`config.mk`:
```
export PLATFORM = sky130hd
export DESIGN_NAME = arq_receiver_with_frame_check_top
export DESIGN_NICKNAME = d
export VERILOG_FILES = /design/src/design/arqr_pkg.sv /design/src/design/arqr_check.sv /design/src/design/arqr_engine.sv /design/src/design/arq_receiver_with_frame_check_top.sv
export SDC_FILE = /design/constraint.sdc
export NUM_CORES = 1
export LEC_CHECK = 0
export ABC_AREA = 1
export BUFFER_PORTS_ARGS = -buffer_cell sky130_fd_sc_hd__buf_2
export CAP_MARGIN = 20
export CORE_MARGIN = 3
export CORE_UTILIZATION = 40
export DETAILED_ROUTE_END_ITERATION = 12
export GPL_TIMING_DRIVEN = 0
export PLACE_DENSITY = 0.51
export SYNTH_ARGS = -nofsm -noshare
export SYNTH_HDL_FRONTEND = slang
export SYNTH_SLANG_ARGS = --single-unit
```
`constraint.sdc`:
```
create_clock -name clk -period 9.1 [get_ports clk]
set_clock_uncertainty 0.15 [all_clocks]
set_input_delay 0.455 -clock clk [delete_from_list [all_inputs] [get_ports clk]]
set_output_delay 0.455 -clock clk [all_outputs]
set_load 0.03 [all_outputs]
```
`src/design/arqr_pkg.sv`:
```
// arqr_pkg: shared types and constants for the arq receiver
// no dependencies
package arqr_pkg;
  localparam logic [1:0] MODE_SW = 2'd0;
  localparam logic [1:0] MODE_GBN = 2'd1;
  localparam logic [1:0] MODE_SR = 2'd2;
  localparam logic [2:0] SCH_SUM = 3'd0;
  localparam logic [2:0] SCH_CRC8 = 3'd1;
  localparam logic [2:0] SCH_CRC10 = 3'd2;
  localparam logic [2:0] SCH_CRC16 = 3'd3;
  localparam logic [2:0] SCH_CRC32 = 3'd4;
  localparam logic [1:0] KIND_ACK = 2'd0;
  localparam logic [1:0] KIND_NAK = 2'd1;
  localparam logic [1:0] KIND_NONE = 2'd2;
  localparam logic [1:0] REG_MODE = 2'd0;
  localparam logic [1:0] REG_SCHEME = 2'd1;
  localparam logic [1:0] REG_WINDOW = 2'd2;

  // frame check verdict handed to the arq engine
  typedef struct packed {
    logic       done;
    logic       good;
    logic [7:0] seq;
  } frame_end_t;

  // one message-bit step of the crc shift register
  function automatic logic [31:0] crc_bit(input logic [31:0] r, input logic b,
                                          input logic [2:0] sch);
    logic [31:0] n;
    logic top;
    begin
      n = 32'd0;
      top = 1'b0;
      case (sch)
        SCH_CRC8: begin
          top = r[7];
          n = {24'd0, r[6:0], b} ^ (top ? 32'h0d5 : 32'd0);
        end
        SCH_CRC10: begin
          top = r[9];
          n = {22'd0, r[8:0], b} ^ (top ? 32'h232 : 32'd0);
        end
        SCH_CRC16: begin
          top = r[15];
          n = {16'd0, r[14:0], b} ^ (top ? 32'h8005 : 32'd0);
        end
        SCH_CRC32: begin
          top = r[31];
          n = {r[30:0], b} ^ (top ? 32'h04c11db7 : 32'd0);
        end
        default: n = r;
      endcase
      return n;
    end
  endfunction
endpackage

```
`src/design/arqr_check.sv`:
```
// arqr_check: byte-wise checksum/crc accumulation and frame verdict
// depends on arqr_pkg
module arqr_check #(
  parameter int SEQ_BYTE_POS = 14,
  parameter int MAX_FRAME_BYTES = 2048
) (
  input  logic                 clk,
  input  logic                 rst,
  input  logic                 byte_valid,
  input  logic [7:0]           data_byte,
  input  logic                 last_byte,
  input  logic [2:0]           check_scheme,
  output arqr_pkg::frame_end_t fe
);
  import arqr_pkg::*;
  localparam int IW = $clog2(MAX_FRAME_BYTES + 1);

  logic [31:0] crc;
  logic [15:0] sum, held;
  logic [IW-1:0] idx;
  logic [7:0] fseq;

  logic [31:0] crc_next;
  logic [15:0] sum_next, addend;
  logic [16:0] s17;
  logic good_now;

  always_comb begin
    crc_next = crc;
    for (int i = 0; i < 8; i++) crc_next = crc_bit(crc_next, data_byte[7-i], check_scheme);
    addend = idx[0] ? {8'd0, held[15:8]} : {held[15:8], 8'd0};
    s17 = {1'b0, sum} + {1'b0, addend};
    sum_next = (idx >= IW'(2)) ? (s17[15:0] + {15'd0, s17[16]}) : sum;
    good_now = (idx >= IW'(SEQ_BYTE_POS)) && (idx >= IW'(1)) && (idx < IW'(MAX_FRAME_BYTES));
    if (check_scheme == SCH_SUM) good_now = good_now && (~sum_next == {held[7:0], data_byte});
    else if (check_scheme <= SCH_CRC32) good_now = good_now && (crc_next == 32'd0);
    else good_now = 1'b0;
  end

  always_ff @(posedge clk) begin
    if (rst) begin
      crc <= '0; sum <= '0; held <= '0; idx <= '0; fseq <= '0; fe <= '0;
    end else begin
      fe.done <= 1'b0;
      if (byte_valid) begin
        if (last_byte) begin
          fe.done <= 1'b1;
          fe.good <= good_now;
          fe.seq <= (idx == IW'(SEQ_BYTE_POS)) ? data_byte : fseq;
          crc <= '0; sum <= '0; held <= '0; idx <= '0; fseq <= '0;
        end else begin
          crc <= crc_next;
          sum <= sum_next;
          held <= {held[7:0], data_byte};
          if (idx == IW'(SEQ_BYTE_POS)) fseq <= data_byte;
          if (idx < IW'(MAX_FRAME_BYTES)) idx <= idx + IW'(1);
        end
      end
    end
  end
endmodule

```
`src/design/arqr_engine.sv`:
```
// arqr_engine: arq receiver rules over a received-map memory
// depends on arqr_pkg
module arqr_engine #(
  parameter int SEQ_SPACE = 256
) (
  input  logic                 clk,
  input  logic                 rst,
  input  arqr_pkg::frame_end_t fe,
  input  logic [1:0]           arq_mode,
  input  logic [7:0]           window_size,
  output logic                 busy,
  output logic                 res_valid,
  input  logic                 res_taken,
  output logic [1:0]           reply_kind,
  output logic [7:0]           reply_seq,
  output logic                 frame_good,
  output logic [7:0]           delivered_first,
  output logic [7:0]           delivered_count
);
  import arqr_pkg::*;
  localparam int SW = (SEQ_SPACE > 2) ? $clog2(SEQ_SPACE) : 1;

  typedef enum logic [2:0] {S_CLR, S_IDLE, S_READ, S_TEST, S_OUT} st_t;
  st_t st;
  logic map_mem [SEQ_SPACE];
  logic rd_data;
  logic [SW-1:0] expected, raddr, clr_addr;
  logic [7:0] count;
  logic wen, wdat;
  logic [SW-1:0] waddr;

  logic [8:0] wcap;
  logic [8:0] seq_off;
  logic in_win;
  logic [SW-1:0] exp_inc, raddr_inc;
  logic map_hit;
  always_comb begin
    wcap = (window_size > 8'd128) ? 9'd128 : {1'b0, window_size};
    if (wcap > 9'(SEQ_SPACE)) wcap = 9'(SEQ_SPACE);
    seq_off = {1'b0, fe.seq} + 9'(SEQ_SPACE) - 9'(expected);
    if (seq_off >= 9'(SEQ_SPACE)) seq_off = seq_off - 9'(SEQ_SPACE);
    in_win = ({1'b0, fe.seq} < 9'(SEQ_SPACE)) && (seq_off < wcap);
    exp_inc = (9'(expected) == 9'(SEQ_SPACE - 1)) ? '0 : expected + SW'(1);
    raddr_inc = (9'(raddr) == 9'(SEQ_SPACE - 1)) ? '0 : raddr + SW'(1);
    // the mark written on entry to the walk is not yet seen by the first read
    map_hit = rd_data || ((count == 8'd0) && (waddr == raddr));
  end

  always_ff @(posedge clk) begin
    if (wen) map_mem[waddr] <= wdat;
    rd_data <= map_mem[raddr];
  end

  // a waiting result also holds off the next frame end
  assign busy = (st != S_IDLE) || res_valid;

  always_ff @(posedge clk) begin
    if (rst) begin
      st <= S_CLR; clr_addr <= '0; expected <= '0; res_valid <= 1'b0;
      wen <= 1'b0; raddr <= '0; count <= '0;
    end else begin
      wen <= 1'b0;
      if (res_valid && res_taken) res_valid <= 1'b0;
      unique case (st)
        S_CLR: begin
          wen <= 1'b1; waddr <= clr_addr; wdat <= 1'b0;
          clr_addr <= clr_addr + SW'(1);
          if (clr_addr == SW'(SEQ_SPACE - 1)) st <= S_IDLE;
        end
        S_IDLE: if (fe.done) begin
          frame_good <= fe.good; reply_kind <= KIND_NONE; reply_seq <= '0;
          delivered_first <= '0; delivered_count <= '0;
          st <= S_OUT;
          if (arq_mode == MODE_SW) begin
            reply_kind <= KIND_ACK;
            if (fe.good) begin
              reply_seq <= fe.seq; delivered_first <= fe.seq; delivered_count <= 8'd1;
              expected <= SW'({7'd0, ~expected[0]});
            end else reply_seq <= {7'd0, ~expected[0]};
          end else if (arq_mode == MODE_GBN) begin
            reply_kind <= KIND_ACK;
            if (fe.good && {1'b0, fe.seq} == 9'(expected)) begin
              delivered_first <= fe.seq; delivered_count <= 8'd1;
              expected <= exp_inc;
              reply_seq <= 8'(exp_inc);
            end else reply_seq <= 8'(expected);
          end else if (arq_mode == MODE_SR) begin
            reply_seq <= fe.seq;
            if (!fe.good) reply_kind <= KIND_NAK;
            else begin
              reply_kind <= KIND_ACK;
              if (in_win) begin
                wen <= 1'b1; waddr <= SW'(fe.seq); wdat <= 1'b1;
                delivered_first <= 8'(expected);
                count <= '0; raddr <= expected;
                st <= S_READ;
              end
            end
          end
        end
        S_READ: st <= S_TEST;
        S_TEST: begin
          if (map_hit && count < 8'd128) begin
            wen <= 1'b1; waddr <= raddr; wdat <= 1'b0;
            count <= count + 8'd1;
            expected <= raddr_inc;
            raddr <= raddr_inc;
            st <= S_READ;
          end else begin
            delivered_count <= count;
            if (count == 8'd0) delivered_first <= '0;
            st <= S_OUT;
          end
        end
        S_OUT: if (!res_valid || res_taken) begin
          res_valid <= 1'b1; st <= S_IDLE;
        end
        default: st <= S_IDLE;
      endcase
    end
  end
endmodule

```
`src/design/arq_receiver_with_frame_check_top.sv`:
```
// arq_receiver_with_frame_check_top: stream wrapper around the check and arq engine
// depends on arqr_pkg, arqr_check, arqr_engine
//
// usage:
//   s_axis carries frame bytes, tdata = data_byte, tlast = last_byte.
//   m_axis carries one result per frame, tdata = {count, first, good, seq, kind}
//   packed from bit 0, tuser unused. configuration goes through cfg_we/cfg_index/
//   cfg_data while the block is idle.
// throughput: one byte per cycle within a frame. a frame end is held off while
//   the engine works on the previous frame or its result is still waiting.
// result path: check verdict register, engine S_OUT state, output register; a
//   selective-repeat frame that lands in the window first walks the map in S_READ
//   and S_TEST per frame delivered (up to 128), bound by its single read port.
// reset: synchronous; afterwards the received map is cleared entry by entry,
//   during which no byte is taken.
// stall: a result waits in the output register; when m_axis_tready stays low
//   the engine holds and input stops at the next frame end.
module arq_receiver_with_frame_check_top #(
  parameter int SEQ_SPACE = 256,
  parameter int SEQ_BYTE_POS = 14,
  parameter int MAX_FRAME_BYTES = 2048
) (
  input  logic        clk,
  input  logic        rst,
  input  logic        s_axis_tvalid,
  output logic        s_axis_tready,
  input  logic [7:0]  s_axis_tdata,  // data_byte
  input  logic        s_axis_tlast,  // last_byte
  output logic        m_axis_tvalid,
  input  logic        m_axis_tready,
  output logic [31:0] m_axis_tdata,  // reply_kind, reply_seq, frame_good, first, count
  input  logic        cfg_we,
  input  logic [1:0]  cfg_index,
  input  logic [7:0]  cfg_data
);
  import arqr_pkg::*;
  logic [1:0] arq_mode;
  logic [2:0] check_scheme;
  logic [7:0] window_size;
  frame_end_t fe;
  logic busy, pend;
  logic [1:0] kind;
  logic [7:0] rseq, first, cnt;
  logic good;
  logic busy_clr;
  logic rst_phase;

  always_ff @(posedge clk) begin
    if (rst) begin
      arq_mode <= MODE_SW; check_scheme <= SCH_SUM; window_size <= 8'd4;
    end else if (cfg_we) begin
      unique case (cfg_index)
        REG_MODE: arq_mode <= cfg_data[1:0];
        REG_SCHEME: check_scheme <= cfg_data[2:0];
        REG_WINDOW: window_size <= cfg_data;
        default: ;
      endcase
    end
  end

  // hold off a frame end while the previous one is still in the engine
  assign pend = fe.done || busy;
  assign s_axis_tready = !(pend && s_axis_tlast) && !busy_clr;
  assign busy_clr = busy && !fe.done && rst_phase;
  always_ff @(posedge clk) begin
    if (rst) rst_phase <= 1'b1;
    else if (!busy) rst_phase <= 1'b0;
  end

  arqr_check #(.SEQ_BYTE_POS(SEQ_BYTE_POS), .MAX_FRAME_BYTES(MAX_FRAME_BYTES)) u_check (
    .clk, .rst, .byte_valid(s_axis_tvalid && s_axis_tready),
    .data_byte(s_axis_tdata), .last_byte(s_axis_tlast), .check_scheme, .fe);

  arqr_engine #(.SEQ_SPACE(SEQ_SPACE)) u_engine (
    .clk, .rst, .fe, .arq_mode, .window_size, .busy,
    .res_valid(m_axis_tvalid), .res_taken(m_axis_tready),
    .reply_kind(kind), .reply_seq(rseq), .frame_good(good),
    .delivered_first(first), .delivered_count(cnt));

  assign m_axis_tdata = {5'd0, cnt, first, good, rseq, kind};
endmodule

```
==> results of run 1 <==
-- registers in the layout (all words and copies together) (netlist names), 2 cells and up --
| name | count |
|---|---|
| u_engine.map_mem | 256 |
| u_check.fseq | 8 |
| u_engine.delivered_first | 8 |
| u_engine.st | 3 |
| u_check.fe | 10 |
| u_check.crc | 32 |
| u_engine.clr_addr | 8 |
| u_engine.count | 8 |
| u_engine.waddr | 8 |
| window_size | 8 |
| u_engine.expected | 8 |
| check_scheme | 3 |
| u_engine.delivered_count | 8 |
| u_check.idx | 12 |
| arq_mode | 2 |
| u_engine.reply_seq | 8 |
| u_engine.raddr | 8 |
| u_engine.reply_kind | 2 |
| u_check.held | 16 |
| u_check.sum | 16 |
-- critical path: cells and delay by family, from the launching register on --
kind            cells  cell delay (ps)
simple gates       16             2120
compound gates      9             1540
fa+ha+maj           4              830
buf+inv             6              750
flops               1              360
xor+xnor            1              150
-- area by class of cell --
type                       count  share of cell area (%)
multi-input combinational   2453                    41.4
buffer                       177                    2.52
timing repair buffer          69                    2.02
inverter                     300                    3.92
clock buffer                  84                    5.49
sequential                   438                    40.5
antenna                        1                 0.00867
tap                          837                    3.63
clock inverter                12                   0.490
-- final timing paths --
path / depth (start not counted) / endpoint / slack, ps / startpoint
max reg2reg: 36 / u_check.fe[8]$_SDFFE_PP0P_ / 3140 / u_check.idx[0]$_SDFFE_PP0P_
min reg2reg: 2 / u_engine.count[7]$_SDFFE_PP0P_ / 320 / u_engine.count[6]$_SDFFE_PP0P_
min: 3 / u_check.held[6]$_SDFFE_PP0P_ / 40 / s_axis_tdata[6]
max: 36 / u_check.fe[8]$_SDFFE_PP0P_ / 3140 / u_check.idx[0]$_SDFFE_PP0P_
-- logic make-up after synthesis --
kind of cell / synth area share [%]
and+or+nand+nor: 27.5
AOI/OAI and AO/OA: 15.4
buffers and inverters: 7.29
DFF: 45.9
xor gates and xnor gates: 1.79
adders and majority gates: 2.07
other: 0.0147
-- per-layer routing --
layer	track usage, %	vias to the layer above	wire, um
met1	39.6	11900	43000
met5	0	-	0
met2	47.2	1009	45500
met3	4.51	177	7520
met4	9.85	0	3420
li1	-	11600	-
-- cells in the final DEF (no fill, tap or decap), types with 6 or more instances in the layout --
master         instances
nand2_1              647
nor2_1               641
o21ai_0              314
edfxtp_1             292
inv_1                281
nand3_1              193
a21oi_1              178
clkbuf_1             160
dfxtp_1              146
o22ai_1               82
buf_2                 67
clkbuf_16             55
nand4_1               43
xor2_1                41
nor3_1                40
ha_1                  39
nand2_2               22
o211ai_1              21
nand3_2               17
a31oi_1               17
o221ai_1              16
a22oi_1               16
or2_2                 12
xnor2_1               11
inv_2                 11
clkbuf_8              10
o21bai_1               9
nor4_1                 9
buf_1                  9
buf_4                  9
o21ai_1                9
dlygate4sd3_1          9
buf_16                 8
clkinv_1               7
o21a_1                 6
nand2_4                6
nand3b_1               6
clkinv_2               6
-- power groups by stage --
stage               clock network, mW  registers [mW]  logic [mW]
floorplan                           0            2.17       0.259
global placement                    0            2.18       0.395
detailed placement                  0            2.17       0.415
CTS                              2.13            2.13       0.420
global route                     2.21            2.13       0.463
finish                           2.09            2.13       0.432
==> out/results.tsv, run 1 <==
stage	metric	value	unit
outcome	status	finished clean	
routing	detail-route-antenna-nets	0	
finish	area_of_all_sequential_standard_cells	11700	um2
routing	wl_per_cell	22.7	um
die	initial_utilization	40.8	%
place	place_inst	4264	
timing	fin_crit_sh	65.5	%
cts	clock_latency	620	ps
routing	dr.first_iter.drc_count	2805	
place	dp.final_hpwl	74.7	mm
synthesis	synth_enable_flop_cells	292	
cts	cts.root.buffer_cell	clkbuf_16	
synthesis	synth.top_cells.by_count	nand2_1, nor2_1, o21ai_0	
worst_setup_path	crit_top_cell	nand2_1	
routing	wl_final	99.4	mm
synthesis	synthesis.area	25500	um2
power	max-vdd-ir-drop	0.000147	V
worst_setup_path	critical_path_class	register to register	
place	placed_area	27000	um2
synthesis	synth_top_area_cell	edfxtp_1	
timing	hold_ws	43.4	ps
grt	first_pass_grt_wire_length	147	mm
power	netSwitchingPower	1.20	mW
routing	routed_via_density	5.66	
finish	drive_gt1_share	7.08	%
synthesis	synthMostInstantiatedCell	nand2_1	
grt	globalRouteTotalUtil	29.0	%
cts	cts.htree.levels	2	
worst_setup_path	slowest_cp_cell	nor4_1	
routing	detail_route.first_pass.iterations	6	
finish	non_filler_instance_count_after_layout	4371	
synthesis	syn-instance-count	3364	
grt	grt-ovfl-total	0	
worst_setup_path	sort_of_element_at_the_end_of_the_critical_path	register	
grt	grt_max_degree	37	
flow_run	max-cap-violations	0	
grt	first_global_vias	23300	
timing	timing.final.crit_period	5960	ps
synthesis	yosys_warnings	0	
min_path	timing.hold.worst.class	input port to register	
cts	postCtsHoldBufs	9	
power	p_int	3.45	mW
finish	final_net_count	3556	
finish	multi_input_area	11900	um2
timing	setup_viol_count_final	0	
synthesis	ys_seq_area_share	45.9	%
synthesis	synth_area_leaders	edfxtp_1, dfxtp_1, nand2_1	
die	io-pin-count	58	
die	die_h	258	um
routing	via_count	24700	
grt	antenna_found_initial	0	
finish	nFillCells	6540	
cts	tritoncts_num_sinks	438	
cts	cts_max_path_buffers	3	
synthesis	synth_top_flop_cell	edfxtp_1	
synthesis	avgSynthCellArea	7.57	um2
power	totalPowerFinal	4.65	mW
die	core_region_area	62400	um2
finish	finish.instance_area	28900	um2
power	cellLeakagePower	10.9	nW
die	fp.dieArea	66700	um2
timing	timing.final.ws_setup	3140	ps
timing	achievable-frequency	168	MHz
cts	tritoncts.num_buffers	52	
finish	areaGrowthSynthToFinish	13.3	%
place	routabilityCongestion	0.975	
die	die_width	258	um
worst_setup_path	data_required_time_at_the_worst_endpoint	9480	ps
timing	final.setup.tns	0	ps
timing	worst-slew-pin-transition	1060	ps
cts	path_clk_slew	50	ps
power	cellPowerDensity	161	nW/um2
worst_setup_path	worstPathMaxFanout	10	
synthesis	asyncSetResetFlopFracSynth	0	%
timing	report.final.hold_viol_count	0	
timing	maxSlewHeadroom	29.2	%
timing	rsz0062_at_grt	no	
finish	finish.utilization	46.2	%
synthesis	yosysUniqueCellTypes	60	
worst_setup_path	worst_setup_path_start_kind	register	
routing	drcViolationCount	0	
power	sw_frac_of_total	25.7	%
cts	post_cts.resized_instances	0	
place	io_buffers	50	
worst_setup_path	cp.arrival	6340	ps
synthesis	synth_seq_cells	438	
timing	report.final.slew_viol_count	0	
cts	cts.repair_timing.setup_buffer_count	0	
synthesis	synth_top_area_share	34.4	%
cts	tritoncts	yes	
power	combPwrFrac	9.3	%
place	preCtsSetupSlack	3160	ps
power	seq_power_share	45.7	%
die	row_count	91	
power	clockPowerShare	45.0	%
worst_setup_path	critPathMaxStageDelay	460	ps
Note: power is estimated with default switching activity, not from simulation.
==> run 2, diff against run 1 <==
- ABC_AREA: 1 -> 0
- clock period: 9.1 -> 5.85 ns (I/O delays scaled with it)
==> run 2 against run 1 <==
  * Utilization grew 0.51 points
  * First-iteration DRC count shrank 19%
  * Cell area grew 0.73%
  * Sequential share of layout area shrank 0.29 points
  * Setup slack lost 3000 ps
  * Combinational power grew 15%
  * Sequential power grew 55%
  * Die area shrank 0.49%
  * Critical path type unchanged
  * Global-route usage shrank 2.6 points
  * Clock power grew 47%
  * Fmax grew 4.6%
  * Routed wire length shrank 10%
==> out/results.tsv, run 2 <==
stage	metric	value	unit	change
worst_setup_path	critical_path_class	register to register		
die	die_h	258	um	-0.25%
grt	antenna_found_initial	1		+1
worst_setup_path	r2r_end	u_check.fe[8]$_SDFFE_PP0P_		
worst_setup_path	critPathMaxStageDelay	480	ps	+20 ps
timing	maxSlewHeadroom	25.0	%	-4.2 points
synthesis	synth_seq_cells	438		unchanged
worst_setup_path	worstSetupPathDepth	18		-50%
synthesis	yosys_warnings	0		unchanged
worst_setup_path	worstPathMaxFanout	10		unchanged
grt	globalRouteTotalUtil	26.5	%	-2.6 points
worst_setup_path	timing.critical_path.cells	buf_6 -> nor2_4 -> nor2_1 -> o311a_4 -> or3b_1 -> a221oi_4 -> nor3_1 -> a22oi_1 -> mux2i_4 -> o221a_2 -> buf_2 -> mux2i_2 -> o211ai_1 -> a211oi_1 -> a311oi_2 -> nor4_2 -> a41oi_1 -> o21ai_1		
worst_setup_path	worst_setup_path_start_kind	register		
routing	detail-route-antenna-nets	0		unchanged
timing	timing.final.crit_period	5700	ps	-261 ps
worst_setup_path	slowest_cp_cell	o311a_4		
synthesis	asyncSetResetFlopFracSynth	0	%	unchanged
finish	final_cell_mix	nor2_1, edfxtp_1, nand2_1, clkbuf_1, dfxtp_1		
timing	report.final.slew_viol_count	0		unchanged
worst_setup_path	critPathLaunch	check_scheme[1]$_SDFFE_PP0P_		
power	cellLeakagePower	9.85	nW	-9.8%
cts	tritoncts_num_sinks	438		unchanged
timing	achievable-frequency	175	MHz	+4.6%
finish	drive_gt1_share	12.4	%	+5.3 points
cts	tritoncts.num_buffers	48		-7.7%
synthesis	avgSynthCellArea	9.94	um2	+31%
synthesis	ys_seq_area_share	46.1	%	+0.23 points
die	core_region_area	62200	um2	-0.36%
cts	cts_max_path_buffers	3		unchanged
timing	worst-slew-pin-transition	1130	ps	+63.7 ps
routing	via_count	21200		-14%
finish	mostFrequentLayoutCell	nor2_1		
routing	detail_route.first_pass.iterations	5		-1
min_path	timing.hold.worst.class	input port to register		
synthesis	synthesis.area	25300	um2	-0.51%
timing	report.final.hold_viol_count	0		unchanged
finish	areaGrowthSynthToFinish	14.7	%	
place	routabilityCongestion	0.960		-1.6%
cts	tritoncts	yes		
worst_setup_path	critical_path_buffer_and_inverter_count	2		-4
finish	antenna-diode-count	0		-1
worst_setup_path	worstReg2RegStart	check_scheme[1]$_SDFFE_PP0P_		
synthesis	synthMostInstantiatedCell	nor2_1		
worst_setup_path	reg2reg_depth	18		-50%
die	fp.dieArea	66400	um2	-0.49%
synthesis	synth_top_flop_cell	edfxtp_1		
power	cellPowerDensity	237	nW/um2	+47%
synthesis	synth_top_area_cell	edfxtp_1		
flow_run	max-cap-violations	0		unchanged
cts	cts.htree.levels	2		unchanged
worst_setup_path	ff2ff_setup_slack	150	ps	-2990 ps
routing	wl_final	89.4	mm	-10%
timing	final.setup.tns	0	ps	unchanged
routing	routed_via_density	5.95		+5.1%
outcome	status	finished clean		
die	io-pin-count	58		unchanged
synthesis	synth.top_cells.by_count	nor2_1, edfxtp_1, nand2_1		
grt	grt_max_degree	37		unchanged
timing	fin_crit_sh	97.5	%	+32 points
synthesis	synth_enable_flop_cells	292		unchanged
synthesis	yosysUniqueCellTypes	99		+65%
worst_setup_path	data_required_time_at_the_worst_endpoint	6220	ps	-3260 ps
place	dp.final_hpwl	66.1	mm	-12%
die	row_count	91		unchanged
place	io_buffers	49		-2.0%
cts	cts.root.buffer_cell	clkbuf_16		
cts	clock_latency	600	ps	-20 ps
power	max-vdd-ir-drop	0.000227	V	+54%
die	die_width	258	um	-0.25%
grt	grt-ovfl-total	0		unchanged
cts	path_clk_slew	60	ps	about the same
grt	first_global_vias	20700		-11%
routing	dr.first_iter.drc_count	2268		-19%
synthesis	synth_top_area_share	34.6	%	+0.18 points
finish	biggestRegsByFlops	u_engine.map_mem: 256 flops, u_check.crc: 32 flops		
worst_setup_path	cp.arrival	6070	ps	-270 ps
routing	drcViolationCount	0		unchanged
synthesis	synth_area_leaders	edfxtp_1, dfxtp_1, mux4_2		
finish	final_net_count	2760		-22%
die	initial_utilization	40.8	%	-0.058 points
timing	setup_viol_count_final	0		unchanged
routing	wl_per_cell	25.0	um	+10%
grt	first_pass_grt_wire_length	133	mm	-9.3%
finish	largest_register_ff_count	256		unchanged
worst_setup_path	cp-endpoint	u_check.fe[8]$_SDFFE_PP0P_		
worst_setup_path	critical_path.top_delay_family	compound AO/OA/AOI/OAI gates		
power	totalPowerFinal	6.88	mW	+48%
synthesis	syn-instance-count	2549		-24%
worst_setup_path	sort_of_element_at_the_end_of_the_critical_path	register		
finish	largest-register	u_engine.map_mem		
==> run 2: routing by layer <==
metal / GRT usage [%] / vias up / routed length (um)
li1: - / 9617 / -
met1: 36.3 / 10600 / 38600
met2: 41.7 / 865 / 40600
met3: 5.34 / 189 / 6840
met4: 9.29 / 2 / 3340
met5: 0 / - / 19
==> run 2: cells by family (layout without fill, tap and decap cells) <==
family | after synthesis | in the layout | synth area share, %
xor gates and xnor gates | 172 | 172 | 6.09
other | 1 | 5 | 0.0148
buffers and inverters | 238 | 419 | 3.80
DFF | 438 | 438 | 46.1
muxes | 151 | 151 | 10.2
AOI/OAI and AO/OA | 508 | 508 | 13.4
adders and majority gates | 41 | 41 | 2.08
and+or+nand+nor | 1000 | 1000 | 18.2
==> run 2: metrics by stage <==
stage | instance area [um2] | setup WS [ps] | utilization (%) | hold slack [ps] | std cells
after floorplan | 25400 | 726 | - | 284 | 2553
after global placement | 26700 | -1180 | 42.9 | 292 | 3439
after detailed placement | 27100 | -680 | 43.5 | 301 | 3459
after CTS | 28900 | 0.853 | 46.4 | 34.4 | 3562
after global routing | 29100 | -59.1 | 46.7 | 83.4 | 3571
final | 29100 | 149 | 46.7 | 77.3 | 3571
==> run 2: worst min-delay path by stage <==
stage                                       from                      endpoint  cells past startpoint
after CTS                        s_axis_tdata[4]  u_check.fseq[4]$_SDFFE_PP0P_                      3
final                            s_axis_tdata[3]  u_check.fseq[3]$_SDFFE_PP0P_                      3
after detailed placement  rst_phase$_SDFFE_PP1N_        rst_phase$_SDFFE_PP1N_                      2
after global routing             s_axis_tdata[4]  u_check.fseq[4]$_SDFFE_PP0P_                      3
after global placement    rst_phase$_SDFFE_PP1N_        rst_phase$_SDFFE_PP1N_                      2
after floorplan           rst_phase$_SDFFE_PP1N_        rst_phase$_SDFFE_PP1N_                      2
==> run 2: final cells by class <==
type	instances	area (um2)
timing repair buffer	93	843
clock buffer	65	1310
inverter	43	161
multi-input combinational	1877	12900
fill	5971	33100
buffer	194	813
tap	837	1050
clock inverter	24	284
sequential	438	11700
==> run 2: worst register-to-register path, stage by stage, from the launching register on <==
cell and delay [ps]:
dfxtp_1 380, buf_6 180, nor2_4 320, nor2_1 250, o311a_4 480, or3b_1 470
a221oi_4 450, nor3_1 150, a22oi_1 350, mux2i_4 350, o221a_2 220, buf_2 210
mux2i_2 350, o211ai_1 140, a211oi_1 350, a311oi_2 130, nor4_2 340, a41oi_1 250
o21ai_1 170
==> run 2: repair_timing <==
action | CTS | global route
setup endpoints to repair | 2 | 4
hold buffers | 15 | 0
setup buffers | 0 | 6
pin swaps | 0 | 3
gates resized for setup | 18 | 39
endpoints found under the hold margin | 20 | 0
cloned | 0 | 0
==> run 2: power breakdown <==
part           switching, mW  internal [mW]  leakage (nW)
logic                  0.340          0.155          5.22
clock network           1.28           1.80         0.767
registers             0.0106           3.29          3.86
==> run 3, diff against run 2 <==
- BUFFER_PORTS_ARGS: -buffer_cell sky130_fd_sc_hd__buf_2 -> -buffer_cell sky130_fd_sc_hd__buf_4
==> run 3 against run 2 <==
  * Via count fell by 0.62%
  * Utilization rose by 0.44 points
  * Non-clock buffer count did not move
  * Cell area rose by 0.93%
==> out/results.tsv, run 3 (synthesis results as in run 2) <==
stage	metric	value	unit	change
place	io_buffers	49		unchanged
worst_setup_path	worstPathMaxFanout	10		unchanged
worst_setup_path	sort_of_element_at_the_end_of_the_critical_path	register		
routing	drcViolationCount	0		unchanged
power	max-vdd-ir-drop	0.000218	V	-4.0%
timing	report.final.slew_viol_count	0		unchanged
min_path	hp-start	cfg_index[1]		
power	cellPowerDensity	243	nW/um2	+2.5%
timing	fin_crit_sh	97.7	%	+0.22 points
routing	wl_per_cell	25.2	um	+0.83%
grt	first_pass_grt_wire_length	134	mm	+0.34%
worst_setup_path	cp-endpoint	u_check.fe[8]$_SDFFE_PP0P_		
grt	grt_max_degree	34		-8.1%
worst_setup_path	critPathLaunch	check_scheme[1]$_SDFFE_PP0P_		
flow_run	max-cap-violations	0		unchanged
place	placed_area	27200	um2	+0.53%
grt	antenna_found_initial	2		+1
finish	largest-register	u_engine.map_mem		
worst_setup_path	reg2reg_depth	20		+2
finish	final_cell_mix	nor2_1, edfxtp_1, nand2_1, clkbuf_1, dfxtp_1		
die	die_width	258	um	unchanged
timing	timing.final.crit_period	5710	ps	+12.9 ps
worst_setup_path	worst_setup_path_start_kind	register		
cts	cts.root.buffer_cell	clkbuf_16		
die	initial_utilization	40.8	%	unchanged
timing	setup_viol_count_final	0		unchanged
cts	clock_latency	620	ps	+20 ps
place	preCtsSetupSlack	-548	ps	+132 ps
timing	timing.final.ws_setup	136	ps	-12.9 ps
routing	via_count	21100		-0.62%
timing	achievable-frequency	175	MHz	-0.23%
timing	worst-slew-pin-transition	1240	ps	+110 ps
worst_setup_path	r2r_end	u_check.fe[8]$_SDFFE_PP0P_		
outcome	status	finished clean		
worst_setup_path	ff2ff_setup_slack	140	ps	about the same
finish	areaGrowthSynthToFinish	15.7	%	
finish	drive_gt1_share	12.5	%	+0.14 points
timing	maxSlewHeadroom	17.4	%	-7.5 points
worst_setup_path	critical_path_class	register to register		
routing	detail_route.first_pass.iterations	6		+1
finish	final_net_count	2762		+0.072%
die	core_region_area	62200	um2	unchanged
die	fp.dieArea	66400	um2	unchanged
cts	tritoncts	yes		
finish	non_filler_instance_count_after_layout	3573		+0.056%
worst_setup_path	data_required_time_at_the_worst_endpoint	6240	ps	+20 ps
routing	wl_final	90.2	mm	+0.88%
place	dp.final_hpwl	66.5	mm	+0.66%
place	routabilityCongestion	0.993		+3.5%
routing	routed_via_density	5.91		-0.67%
routing	detail-route-antenna-nets	0		unchanged
place	place_inst	3458		-0.029%
die	die_h	258	um	unchanged
cts	tritoncts.num_buffers	50		+4.2%
cts	cts.htree.levels	2		unchanged
die	io-pin-count	58		unchanged
grt	grt-ovfl-total	0		unchanged
grt	globalRouteTotalUtil	26.7	%	+0.23 points
cts	path_clk_slew	60	ps	about the same
finish	largest_register_ff_count	256		unchanged
finish	mostFrequentLayoutCell	nor2_1		
cts	tritoncts_num_sinks	438		unchanged
finish	biggestRegsByFlops	u_engine.map_mem: 256 flops, u_check.crc: 32 flops		
timing	rsz0062_at_grt	no		
routing	dr.first_iter.drc_count	1937		-15%
power	cellLeakagePower	9.96	nW	+1.1%
worst_setup_path	worstReg2RegStart	check_scheme[1]$_SDFFE_PP0P_		
worst_setup_path	cp.arrival	6110	ps	+40 ps
cts	cts_max_path_buffers	3		unchanged
grt	first_global_vias	20700		-0.24%
die	row_count	91		unchanged
min_path	timing.hold.worst.class	input port to register		
timing	report.final.hold_viol_count	0		unchanged
finish	finish.instance_area	29300	um2	+0.93%
[run 3: cell count changes in the layout (fill, tap and decap cells not counted), moves of 3 or more]
cell / previous run / this run
clkinvlp_4: 2 / 6
nor2_2: 5 / 2
buf_4: 16 / 65
bufinv_16: 5 / 8
clkbuf_1: 155 / 146
buf_2: 64 / 13
[run 3: worst min-delay path by stage]
stage                                   endpoint  slack, ps  depth (start not counted)
floorplan                 rst_phase$_SDFFE_PP1N_        280                          2
global placement          rst_phase$_SDFFE_PP1N_        290                          2
detailed placement   window_size[2]$_SDFFE_PP1P_        310                          1
CTS                  u_check.idx[5]$_SDFFE_PP0P_        140                          6
global route        check_scheme[0]$_SDFFE_PP0P_        210                          4
finish              check_scheme[1]$_SDFFE_PP0P_        160                          4
[run 3: layout make-up]
| cell class | instances | area, um2 |
|---|---|---|
| well taps | 837 | 1050 |
| flip-flops and latches | 438 | 11700 |
| multi-input cells | 1877 | 12900 |
| inverters | 43 | 161 |
| clock inverters | 32 | 425 |
| fillers | 6017 | 32800 |
| diodes | 1 | 2.50 |
| repair buffers | 93 | 1000 |
| clock buffers | 58 | 1300 |
| plain buffers | 194 | 818 |
[run 3: where the power goes]
part | total (mW) | internal, mW | leakage [nW] | switching (mW)
combinational | 0.489 | 0.158 | 5.28 | 0.331
clock | 3.32 | 1.96 | 0.824 | 1.37
sequential | 3.31 | 3.29 | 3.86 | 0.0119
[run 3: what timing repair did]
| item | 4_1_cts | 5_1_grt |
|---|---|---|
| setup endpoints to repair | 2 | 5 |
| cloned | 0 | 0 |
| buffers inserted | 4 | 2 |
| resized for setup | 18 | 39 |
| hold buffers | 17 | 0 |
| pin swaps | 2 | 3 |
| endpoints found under the hold margin | 24 | 0 |
[run 3: stage by stage]
stage	utilization [%]	hold WS (ps)	setup TNS (ps)	total power, mW
floorplan	-	284	0	3.66
detailed placement	43.8	312	-548	3.83
global placement	43.1	292	-169960	3.82
CTS	46.9	140	0	7.16
global route	47.2	212	0	7.33
finish	47.2	158	0	7.12
[run 3: routing by layer]
metal | up-vias | wire (um) | share of wire (%) | GRT usage, %
li1 | 9610 | - | - | -
met1 | 10500 | 38800 | 43 | 36.5
met2 | 866 | 41800 | 46 | 43.2
met3 | 175 | 6590 | 7.3 | 4.84
met4 | 4 | 3030 | 3.4 | 8.50
met5 | - | 27 | 0.030 | 0
[run 3: worst max-delay path, stage by stage (launching register included)]
cell and delay, ps:
dfxtp_1 500, buf_6 200, buf_2 230, buf_2 300, inv_1 240, o211ai_1 170
a31oi_1 110, o32a_1 380, a221oi_4 340, nor3_1 140, a22oi_1 360, mux2i_4 350
o221a_2 210, buf_2 240, xor2_1 180, o221ai_1 210, nor4_2 350, nand2_1 180
nor4_1 380, a41oi_1 260, o21ai_1 180
